--- src/rtl/cau_div_cell.sv ---
// ----------------------------------------------------------------------------
// cau_div_cell: one restoring-division step
// Resolves one quotient bit for the real and imaginary lanes and hands the
// partial remainders, quotients and divisor to the next cell.
// ----------------------------------------------------------------------------
`default_nettype none

module cau_div_cell #(
  parameter int RW    = 97,
  parameter int QW    = 33,
  parameter int DENW  = 64,
  parameter int SHIFT = 0
) (
  input  wire logic            clk,
  input  wire logic            rst_n,
  input  wire logic            en,
  input  wire logic            v_in,
  input  wire logic [DENW-1:0] den_in,
  input  wire logic [RW-1:0]   rre_in,
  input  wire logic [RW-1:0]   rim_in,
  input  wire logic [QW-1:0]   qre_in,
  input  wire logic [QW-1:0]   qim_in,
  output logic                 v_out,
  output logic [DENW-1:0]      den_out,
  output logic [RW-1:0]        rre_out,
  output logic [RW-1:0]        rim_out,
  output logic [QW-1:0]        qre_out,
  output logic [QW-1:0]        qim_out
);

  logic            v_r;
  logic [DENW-1:0] den_r;
  logic [RW-1:0]   rre_r, rim_r, rre_nxt, rim_nxt;
  logic [QW-1:0]   qre_r, qim_r, qre_nxt, qim_nxt;
  logic [RW-1:0]   dsh;
  logic            ge_re, ge_im;

  always_comb begin
    dsh     = RW'(den_in) << SHIFT;
    ge_re   = rre_in >= dsh;
    ge_im   = rim_in >= dsh;
    rre_nxt = ge_re ? (rre_in - dsh) : rre_in;
    rim_nxt = ge_im ? (rim_in - dsh) : rim_in;
    qre_nxt = {qre_in[QW-2:0], ge_re};
    qim_nxt = {qim_in[QW-2:0], ge_im};
  end

  always_ff @(posedge clk) begin
    if (!rst_n) begin
      v_r <= 1'b0;
    end else if (en) begin
      v_r <= v_in;
    end
  end

  always_ff @(posedge clk) begin
    if (en) begin
      den_r <= den_in;
      rre_r <= rre_nxt;
      rim_r <= rim_nxt;
      qre_r <= qre_nxt;
      qim_r <= qim_nxt;
    end
  end

  assign v_out   = v_r;
  assign den_out = den_r;
  assign rre_out = rre_r;
  assign rim_out = rim_r;
  assign qre_out = qre_r;
  assign qim_out = qim_r;

endmodule

`default_nettype wire

--- config.mk ---
export PLATFORM = sky130hd
export DESIGN_NAME = cau_div_cell
export DESIGN_NICKNAME = d
export VERILOG_FILES = /design/src/rtl/cau_div_cell.sv
export SDC_FILE = /design/constraint.sdc
export NUM_CORES = 1
export LEC_CHECK = 0
export ABC_AREA = 1
export BUFFER_PORTS_ARGS = -buffer_cell sky130_fd_sc_hd__buf_2
export CORE_AREA = 2 2 253 255
export CTS_BUF_LIST = sky130_fd_sc_hd__clkbuf_4 sky130_fd_sc_hd__clkbuf_8 sky130_fd_sc_hd__clkbuf_16
export DETAILED_ROUTE_END_ITERATION = 6
export DIE_AREA = 0 0 255 257
export HOLD_SLACK_MARGIN = 0.03
export PLACE_DENSITY = 0.81
export SETUP_SLACK_MARGIN = 0.4
export SLEW_MARGIN = 20
export SYNTH_ARGS = -nofsm -noshare
export SYNTH_HDL_FRONTEND = slang
export SYNTH_SLANG_ARGS = --single-unit
--- constraint.sdc ---
create_clock -name clk -period 2 [get_ports clk]
set_input_delay 0.1 -clock clk [delete_from_list [all_inputs] [get_ports clk]]
set_output_delay 0.1 -clock clk [all_outputs]
set_load 0.01 [all_outputs]
==> out/metrics.cfg, run 1 <==
[logic_synthesis]
synth_largest_area_cell=edfxtp_1
synth.area.top_cells=edfxtp_1 (34%), nand2_1 (24%), inv_1 (12%), nor2_1 (6.0%), ha_1 (5.7%)
netlist_instances=4421
synth_seq_cells=325
seq_area_frac_synth=0.345
async_flop_share=0
ys.flop_type=edfxtp_1
synthesis.area_um2=28300
yosys.cell_types.count=42
synth_nets=4879
synth_area_per_cell_um2=6.40
synth-edff-count=324
ys_warn_count=0
netlist.area_leader.share=0.344

[placed_design]
port-buffer-count=650
pre_cts_ws_ns=-1.40
hpwl_um=124000
gp_congestion=1.07

[clocking]
cts_made_buffers=34
root_buffer=clkbuf_16
cts.sinks=325
clk_path_buf_depth=3
cts-htree-levels=2

[die]
die_h_um=257
placementRows=92
die_w_um=255
ios=653
start_util=0.451

[sta]
endpoint_type=register data pin
crit_endpoint=rim_out[11]$_DFFE_PP_/D

[global_routing]
grt_max_degree=41
grt_overflow_total=92
track_usage=0.692

[outcome]
toolErrorMsg=[ERROR GRT-0232] Routing congestion too high. Check the congestion heatmap in the GUI.
status=stopped before the end
stop_stage=5_1_grt

## layer usage
layer | GRT overflow | global-route usage
met4 | 41 | 0.630
met1 | 0 | 0.716
met2 | 47 | 0.886
met3 | 1 | 0.495
met5 | 3 | 0.222
## cell usage after synthesis (4+ instances only)
| cell | n |
|---|---|
| nand2_1 | 1793 |
| inv_1 | 894 |
| nor2_1 | 454 |
| edfxtp_1 | 324 |
| nand3_1 | 210 |
| ha_1 | 128 |
| a21oi_1 | 101 |
| xnor2_1 | 87 |
| o21ai_0 | 81 |
| nand4_1 | 78 |
| nor3_1 | 38 |
| a21oi_2 | 37 |
| o21ai_2 | 32 |
| o21ai_1 | 25 |
| and2_1 | 19 |
| buf_6 | 16 |
| buf_2 | 14 |
| nand2_2 | 14 |
| nor2_2 | 14 |
| nand3b_1 | 8 |
| o21bai_1 | 8 |
| xor2_1 | 6 |
| inv_2 | 5 |
| clkinv_1 | 4 |
## kinds of logic after synthesis
kind of cell             share of synthesized area
flip-flops                                   0.345
XOR/XNOR                                    0.0288
AO/OA/AOI/OAI                               0.0614
adder cells (fa/ha/maj)                     0.0580
AND/OR/NAND/NOR                              0.377
buffers and inverters                        0.131
## metrics by stage
| stage | TNS [ns] | area, um2 | utilization | std cells |
|---|---|---|---|---|
| detailed placement | -124.56 | 41300 | 0.658 | 6916 |
| CTS | 0 | 46800 | 0.747 | 7304 |
| floorplan | -0.0729 | 29100 | - | 4421 |
| global placement | -116.59 | 41300 | 0.658 | 6916 |
## timing repair
item,in CTS
hold endpoints to repair,296
hold buffers,278
endpoints found under the setup margin,196
cloned,6
resized for setup,297
pin swaps,61
buffers inserted,46
==> inputs of run 2 (changes only) <==
Settings changed: CORE_AREA 2 2 253 255 to unset, CORE_MARGIN set to 2, CORE_UTILIZATION set to 40, CTS_BUF_LIST sky130_fd_sc_hd__clkbuf_4 sky130_fd_sc_hd__clkbuf_8 sky130_fd_sc_hd__clkbuf_16 to unset, DIE_AREA 0 0 255 257 to unset, HOLD_SLACK_MARGIN 0.03 to unset, PLACE_DENSITY 0.81 to unset, PLACE_DENSITY_LB_ADDON set to 0.15, SETUP_SLACK_MARGIN 0.4 to unset.
Clock period 2 ns to 2.6 ns, I/O delays scaled along.
==> run 2 against run 1 <==
Compared with the run above:
- the flow now finishes, with violations (setup timing)
- area after synthesis unchanged
- synthesized cell count is the same
==> out/metrics.cfg, run 2 <==
[outcome]
status=complete, but fails checks  ; was stopped before the end
violations=setup timing

[power_and_ir_drop]
power.leakage_nw=22.6
p_per_area_nw_per_um2=450
ir_drop_uv=509
p_total_w=0.0195

[worst_setup_path]
critical_path_required_ns=3.00
critPathMaxStageDelay_ns=0.54
crit_fanout=26
path_cells=dlygate4sd3_1 -> buf_2 -> inv_1 -> buf_4 -> ha_4 -> nand2_1 -> nor2_2 -> nand3_1 -> nand3_2 -> nand2_1 -> nand2_2 -> nand2_1 -> nand2_1 -> nand2_2 -> nand2_4 -> buf_12 -> buf_4 -> nand2_1 -> o21ai_0
crit_buf_inv=6
critPathKind=in2reg
cp-end-kind=flip-flop
critPathLaunchType=input port
crit_family=buffers and inverters
crit_arrival_ns=3.01
cpMaxStageDelayCell=dlygate4sd3_1
crit_top_cell=nand2_1

[logic_synthesis]
ys_warn_count=0  ; unchanged
yosysMostFrequentCell=nand2_1  ; unchanged
yosys.cell_types.count=42  ; unchanged
synth_seq_cells=325  ; unchanged
ys.flop_type=edfxtp_1  ; unchanged
synth.area.top_cells=edfxtp_1 (34%), nand2_1 (24%), inv_1 (12%), nor2_1 (6.0%), ha_1 (5.7%)  ; unchanged
synth_area_per_cell_um2=6.40  ; unchanged
synth_largest_area_cell=edfxtp_1  ; unchanged
synthesis.area_um2=28300  ; unchanged
synth-edff-count=324  ; unchanged
synth_commonest_cells=nand2_1 (1793), inv_1 (894), nor2_1 (454)  ; unchanged
netlist.area_leader.share=0.344  ; unchanged
async_flop_share=0  ; unchanged
synth_nets=4879  ; unchanged
seq_area_frac_synth=0.345  ; unchanged
netlist_instances=4421  ; unchanged

[layout]
layout_common_cells=nand2_1 (1760), inv_1 (887), buf_2 (648), buf_4 (641), nor2_1 (394)
nNetsFinal=6524
multi_input_area_um2=15600
final_common_cell=nand2_1
final_cell_area_um2=43300
syn_to_final_growth_pct=52.9
seq_area_um2=9750
nFillCells=6716
drive_gt1_frac=0.275

[global_routing]
grt_pass1_vias=32900
grt_pass1_wl_um=206000
track_usage=0.381
grt_overflow_total=0
grt_max_degree=68
antenna_found_initial=7

[die]
coreArea_um2=70000
die_h_um=270  ; was 257 um
die-area_um2=72900
placementRows=97  ; was 92
start_util=0.404  ; was 0.451
die_w_um=270  ; was 255 um
ios=653  ; unchanged

[clocking]
cts_made_buffers=38  ; was 34
clk_path_buf_depth=3  ; unchanged
cts_tree=built
cts-htree-levels=2  ; unchanged
cts.sinks=325  ; unchanged
root_buffer=clkbuf_16  ; unchanged
clock_latency_ns=0.56
clk_pin_slew_worst_paths_ns=0.06

[routing]
antenna_left=0
drt_iter0_drc=3239
dr_total_vias=34500
wl_per_cell_um=20.7
drcViolationCount=0
totalWireLength_um=145000
via_per_inst=4.91
dr.pass1.iters=7

[sta]
slew_violations=0
rsz0062_at_grt=true
slew_headroom=0.516
worst_pin_slew_ns=0.725
period_needed_ns=2.61
fin_skew_ns=0
fmax_mhz=383
setup_viol=1
min_period_over_period=1.00
hold_viol=0
timing.final.ws_setup_ns=-0.0125

[hold_path]
hp-class=in2reg

[placed_design]
port-buffer-count=650  ; unchanged
place_area_um2=38100  ; was 41300 um2
gp_congestion=1.06  ; was 1.07
hpwl_um=121000  ; was 124000 um

[job]
maxCapViolCount=0

run 2: tightest hold or removal path, stage by stage:
cell and delay (ns):
buf_2 0.17, nand2_1 0.07, nand2_1 0.09
run 2: what timing repair did:
| item | CTS | global route |
|---|---|---|
| resized for setup | 0 | 188 |
| endpoints found under the hold margin | 301 | 0 |
| setup endpoints to repair | 0 | 192 |
| setup buffers | 0 | 4 |
| hold buffers | 302 | 0 |
run 2: worst paths after layout:
path / end / cells past startpoint / slack (ns) / start
max reg2reg: v_out / 3 / 1.41 / v_out
max: rim_out[56] / 19 / -0.01 / den_in[5]
min: rre_out[66] / 3 / 0.01 / rre_in[66]
min reg2reg: v_out / 3 / 1.10 / v_out
run 2: through the flow:
stage | TNS [ns] | setup WS (ns) | instances | hold slack [ns] | utilization
finish | -0.0125 | -0.0125 | 7035 | 0.0107 | 0.618
detailed placement | -7.36 | -0.128 | 6654 | 0.308 | 0.543
global placement | -7.57 | -0.129 | 6654 | 0.306 | 0.543
global route | -3.61 | -0.107 | 7034 | 0.0131 | 0.618
floorplan | 0 | 0.519 | 4421 | 0.223 | -
CTS | 0 | 0.00601 | 7022 | 0.000871 | 0.604
run 2: routing by layer:
metal  wire (um)  global-route usage  share of wire
met5          13                   0       0.000089
met4        7670               0.161          0.053
met3       11300              0.0603          0.077
met2       69000               0.656           0.47
met1       57400               0.473           0.39
run 2: where the power goes:
group | leakage, nW | switching (W) | internal (W)
sequential | 3.18 | 0.000198 | 0.00651
combinational | 18.8 | 0.00425 | 0.00316
clock | 0.586 | 0.00232 | 0.00305
run 2: logic make-up after synthesis:
family / after synthesis / synth area share
AO/OA/AOI/OAI: 289 / 0.0614
XOR/XNOR: 93 / 0.0288
adder cells (fa/ha/maj): 130 / 0.0580
buffers and inverters: 941 / 0.131
flip-flops: 325 / 0.345
AND/OR/NAND/NOR: 2643 / 0.377
run 2: layout make-up:
type,count,area share
well taps,940,0.0272
clock buffers,45,0.0231
diodes,3,0.000174
multi-input cells,3155,0.361
inverters,905,0.0790
clock inverters,21,0.00469
flip-flops and latches,325,0.225
repair buffers,1641,0.279
Power figures use the tool's default switching activity.
==> inputs of run 3 (changes only) <==
Settings changed: ABC_AREA 1 to unset, CORE_AREA set to 2 2 255 257, CORE_MARGIN 2 to unset, CORE_UTILIZATION 40 to unset, DIE_AREA set to 0 0 257 259.
==> run 3 against run 2 <==
Compared with the run above:
- the run still ends with setup timing left
- via count fell by 28%
- clock power is 0.9% higher
- count of clock-buffer cells in the layout up 2
- cell count fell by 31%
- combinational power shrank 8.8%
- cell area down 6.4%
- flip-flop and latch count unchanged
- die area decreased by 8.7%
- first-iteration DRC count decreased by 49%
- largest power group unchanged
==> out/metrics.cfg, run 3 <==
[routing]
wl_per_cell_um=21.5  ; was 20.7 um
dr_wl_met3_um=5790  ; was 11300 um
antenna_left=0  ; unchanged
drt_iter0_drc=1663  ; was 3239
dr_total_vias=24700  ; was 34500
wl_met1_um=44500  ; was 57400 um
top_layer_used=met5  ; unchanged
via_per_inst=5.08  ; was 4.91
dr.pass1.iters=5  ; was 7
wl_met2_um=50400  ; was 69000 um
totalWireLength_um=104000  ; was 145000 um
drcViolationCount=0  ; unchanged

[sta]
setup_viol=196  ; was 1
slew_headroom=0.523  ; was 0.516
hold_ws_ns=0.0210  ; was 0.0107 ns
fmax_mhz=323  ; was 383 MHz
setup-tns-final_ns=-64.94  ; was -0.0125 ns
hold_viol=0  ; unchanged
min_period_over_period=1.19  ; was 1.00
fin_skew_ns=0  ; unchanged
rsz0062_at_grt=true  ; unchanged
worst_pin_slew_ns=0.708  ; was 0.725 ns
timing.final.ws_setup_ns=-0.491  ; was -0.0125 ns
slew_violations=0  ; unchanged
period_needed_ns=3.09  ; was 2.61 ns

[logic_synthesis]
yosysMostFrequentCell=edfxtp_1  ; was nand2_1
synth.area.top_cells=edfxtp_1 (46%), ha_1 (7.6%), a21oi_1 (5.4%), nand2_1 (4.0%), o21ai_0 (4.0%)  ; was edfxtp_1 (34%), nand2_1 (24%), inv_1 (12%), nor2_1 (6.0%), ha_1 (5.7%)
netlist_instances=2163  ; was 4421
synth_largest_area_cell=edfxtp_1  ; unchanged
netlist.area_leader.share=0.460  ; was 0.344
ys.flop_type=edfxtp_1  ; unchanged
synth_commonest_cells=edfxtp_1 (324), a21oi_1 (230), nand2_1 (226)  ; was nand2_1 (1793), inv_1 (894), nor2_1 (454)
yosys.cell_types.count=82  ; was 42
synth_seq_cells=325  ; unchanged
synth_area_per_cell_um2=9.78  ; was 6.40 um2
synthesis.area_um2=21100  ; was 28300 um2
ys_warn_count=0  ; unchanged
synth_nets=2621  ; was 4879
async_flop_share=0  ; unchanged
synth-edff-count=324  ; unchanged
seq_area_frac_synth=0.461  ; was 0.345

[worst_setup_path]
crit_fanout=3  ; was 26
critPathKind=in2reg  ; unchanged
cp-end-kind=flip-flop  ; unchanged
critical_path_required_ns=2.90  ; was 3.00 ns
crit_arrival_ns=3.39  ; was 3.01 ns
critPathLaunchType=input port  ; unchanged

[power_and_ir_drop]
p_total_w=0.0189  ; was 0.0195 W
p_per_area_nw_per_um2=468  ; was 450 nW/um2
ir_drop_uv=466  ; was 509 uV
power.leakage_nw=17.8  ; was 22.6 nW

[die]
ios=653  ; unchanged
placementRows=93  ; was 97
start_util=0.331  ; was 0.404
die-area_um2=66600  ; was 72900 um2
die_w_um=257  ; was 270 um
coreArea_um2=63900  ; was 70000 um2
die_h_um=259  ; was 270 um

[clocking]
clock_latency_ns=0.57  ; was 0.56 ns
cts-htree-levels=2  ; unchanged
clk_pin_slew_worst_paths_ns=0.06  ; about the same
root_buffer=clkbuf_16  ; unchanged
clk_path_buf_depth=3  ; unchanged
cts.sinks=325  ; unchanged
cts_made_buffers=39  ; was 38
cts_tree=built  ; unchanged

[outcome]
violations=setup timing  ; unchanged
status=complete, but fails checks  ; unchanged

[layout]
nNetsFinal=4426  ; was 6524
final_cell_area_um2=40500  ; was 43300 um2
syn_to_final_growth_pct=91.4  ; was 52.9%
drive_gt1_frac=0.530  ; was 0.275
layout_common_cells=buf_4 (777), buf_2 (632), edfxtp_1 (324), dlygate4sd3_1 (295), a21oi_1 (177)  ; was nand2_1 (1760), inv_1 (887), buf_2 (648), buf_4 (641), nor2_1 (394)
final_common_cell=buf_4  ; was nand2_1

[placed_design]
place_area_um2=31700  ; was 38100 um2
gp_congestion=0.926  ; was 1.06
hpwl_um=78000  ; was 121000 um
port-buffer-count=650  ; unchanged

[global_routing]
track_usage=0.292  ; was 0.381
grt_overflow_total=0  ; unchanged
antenna_found_initial=18  ; was 7
grt_pass1_wl_um=148000  ; was 206000 um
grt_pass1_vias=25100  ; was 32900
grt_max_degree=78  ; was 68

[job]
maxCapViolCount=0  ; unchanged

[hold_path]
hp-class=in2reg  ; unchanged

==> run 3: changes by cell type after synthesis, sizes merged, moves of 56 or more <==
| cell | before | now |
|---|---|---|
| a21o | 0 | 56 |
| a21oi | 138 | 242 |
| inv | 901 | 112 |
| nand2 | 1809 | 226 |
| nand3 | 212 | 32 |
| nor2 | 471 | 163 |
| xor2 | 6 | 93 |
==> run 3: worst paths after layout <==
kind                   start           to  slack, ns  cells after the start
setup reg to reg       v_out        v_out       1.44                      3
setup / recovery  den_in[44]  rre_out[90]      -0.49                     14
hold / removal    rim_in[58]  rim_out[58]       0.02                      4
hold reg to reg        v_out        v_out       1.10                      3
==> run 3: area by class of cell <==
type                    count  area, um2
fillers                  5235      23400
diodes                     14       35.0
clock inverters            20        210
multi-input cells        1644      13700
flip-flops and latches    325       9750
repair buffers           1846      14200
inverters                 112        492
clock buffers              47       1010
well taps                 855       1070
==> run 3: cell families (layout without fill, tap and decap cells) <==
kind of cell,after synthesis,count (layout),share of synthesized area
AOI/OAI and AO/OA,630,630,0.180
xor gates and xnor gates,186,186,0.0770
adders and majority gates,130,130,0.0776
buffers and inverters,194,2025,0.0401
DFF,325,325,0.461
muxes,3,3,0.00166
other,0,14,0
and+or+nand+nor,695,695,0.163
==> run 3: timing repair <==
item / 4_1_cts / 5_1_grt
cloned: 17 / 9
resized for setup: 349 / 418
hold buffers: 293 / 2
pin swaps: 98 / 108
buffers inserted: 57 / 40
setup endpoints to repair: 196 / 196
hold endpoints to repair: 315 / 2
==> run 3: metrics by stage <==
stage | instances | utilization | setup WS, ns
final | 4863 | 0.634 | -0.491
after global routing | 4859 | 0.633 | -0.569
after CTS | 4812 | 0.600 | -0.457
after detailed placement | 4382 | 0.497 | -1.27
after global placement | 4382 | 0.497 | -1.38
after floorplan | 2163 | - | -0.769
==> run 3: report_power, final <==
| group | internal, W | leakage (nW) | switching [W] |
|---|---|---|---|
| Combinational | 0.00332 | 14.1 | 0.00344 |
| Clock | 0.00315 | 0.583 | 0.00228 |
| Sequential | 0.00653 | 3.18 | 0.000215 |
==> run 3: per-layer routing <==
layer  track usage  up-vias
met3        0.0523      184
met4         0.109        6
li1              -    11700
met2         0.496      857
met5             0        -
met1         0.371    12000
==> run 3: critical path: stages <==
cell and delay (ns):
buf_8 0.08, clkinvlp_4 0.18, ha_4 0.32, nand4_1 0.14
nor2b_2 0.20, nand3_2 0.11, or3_4 0.37, or4_4 0.47
nor3_4 0.24, nor4b_4 0.07, nor3b_4 0.16, or4_4 0.49
nor4_4 0.32, xor2_1 0.10
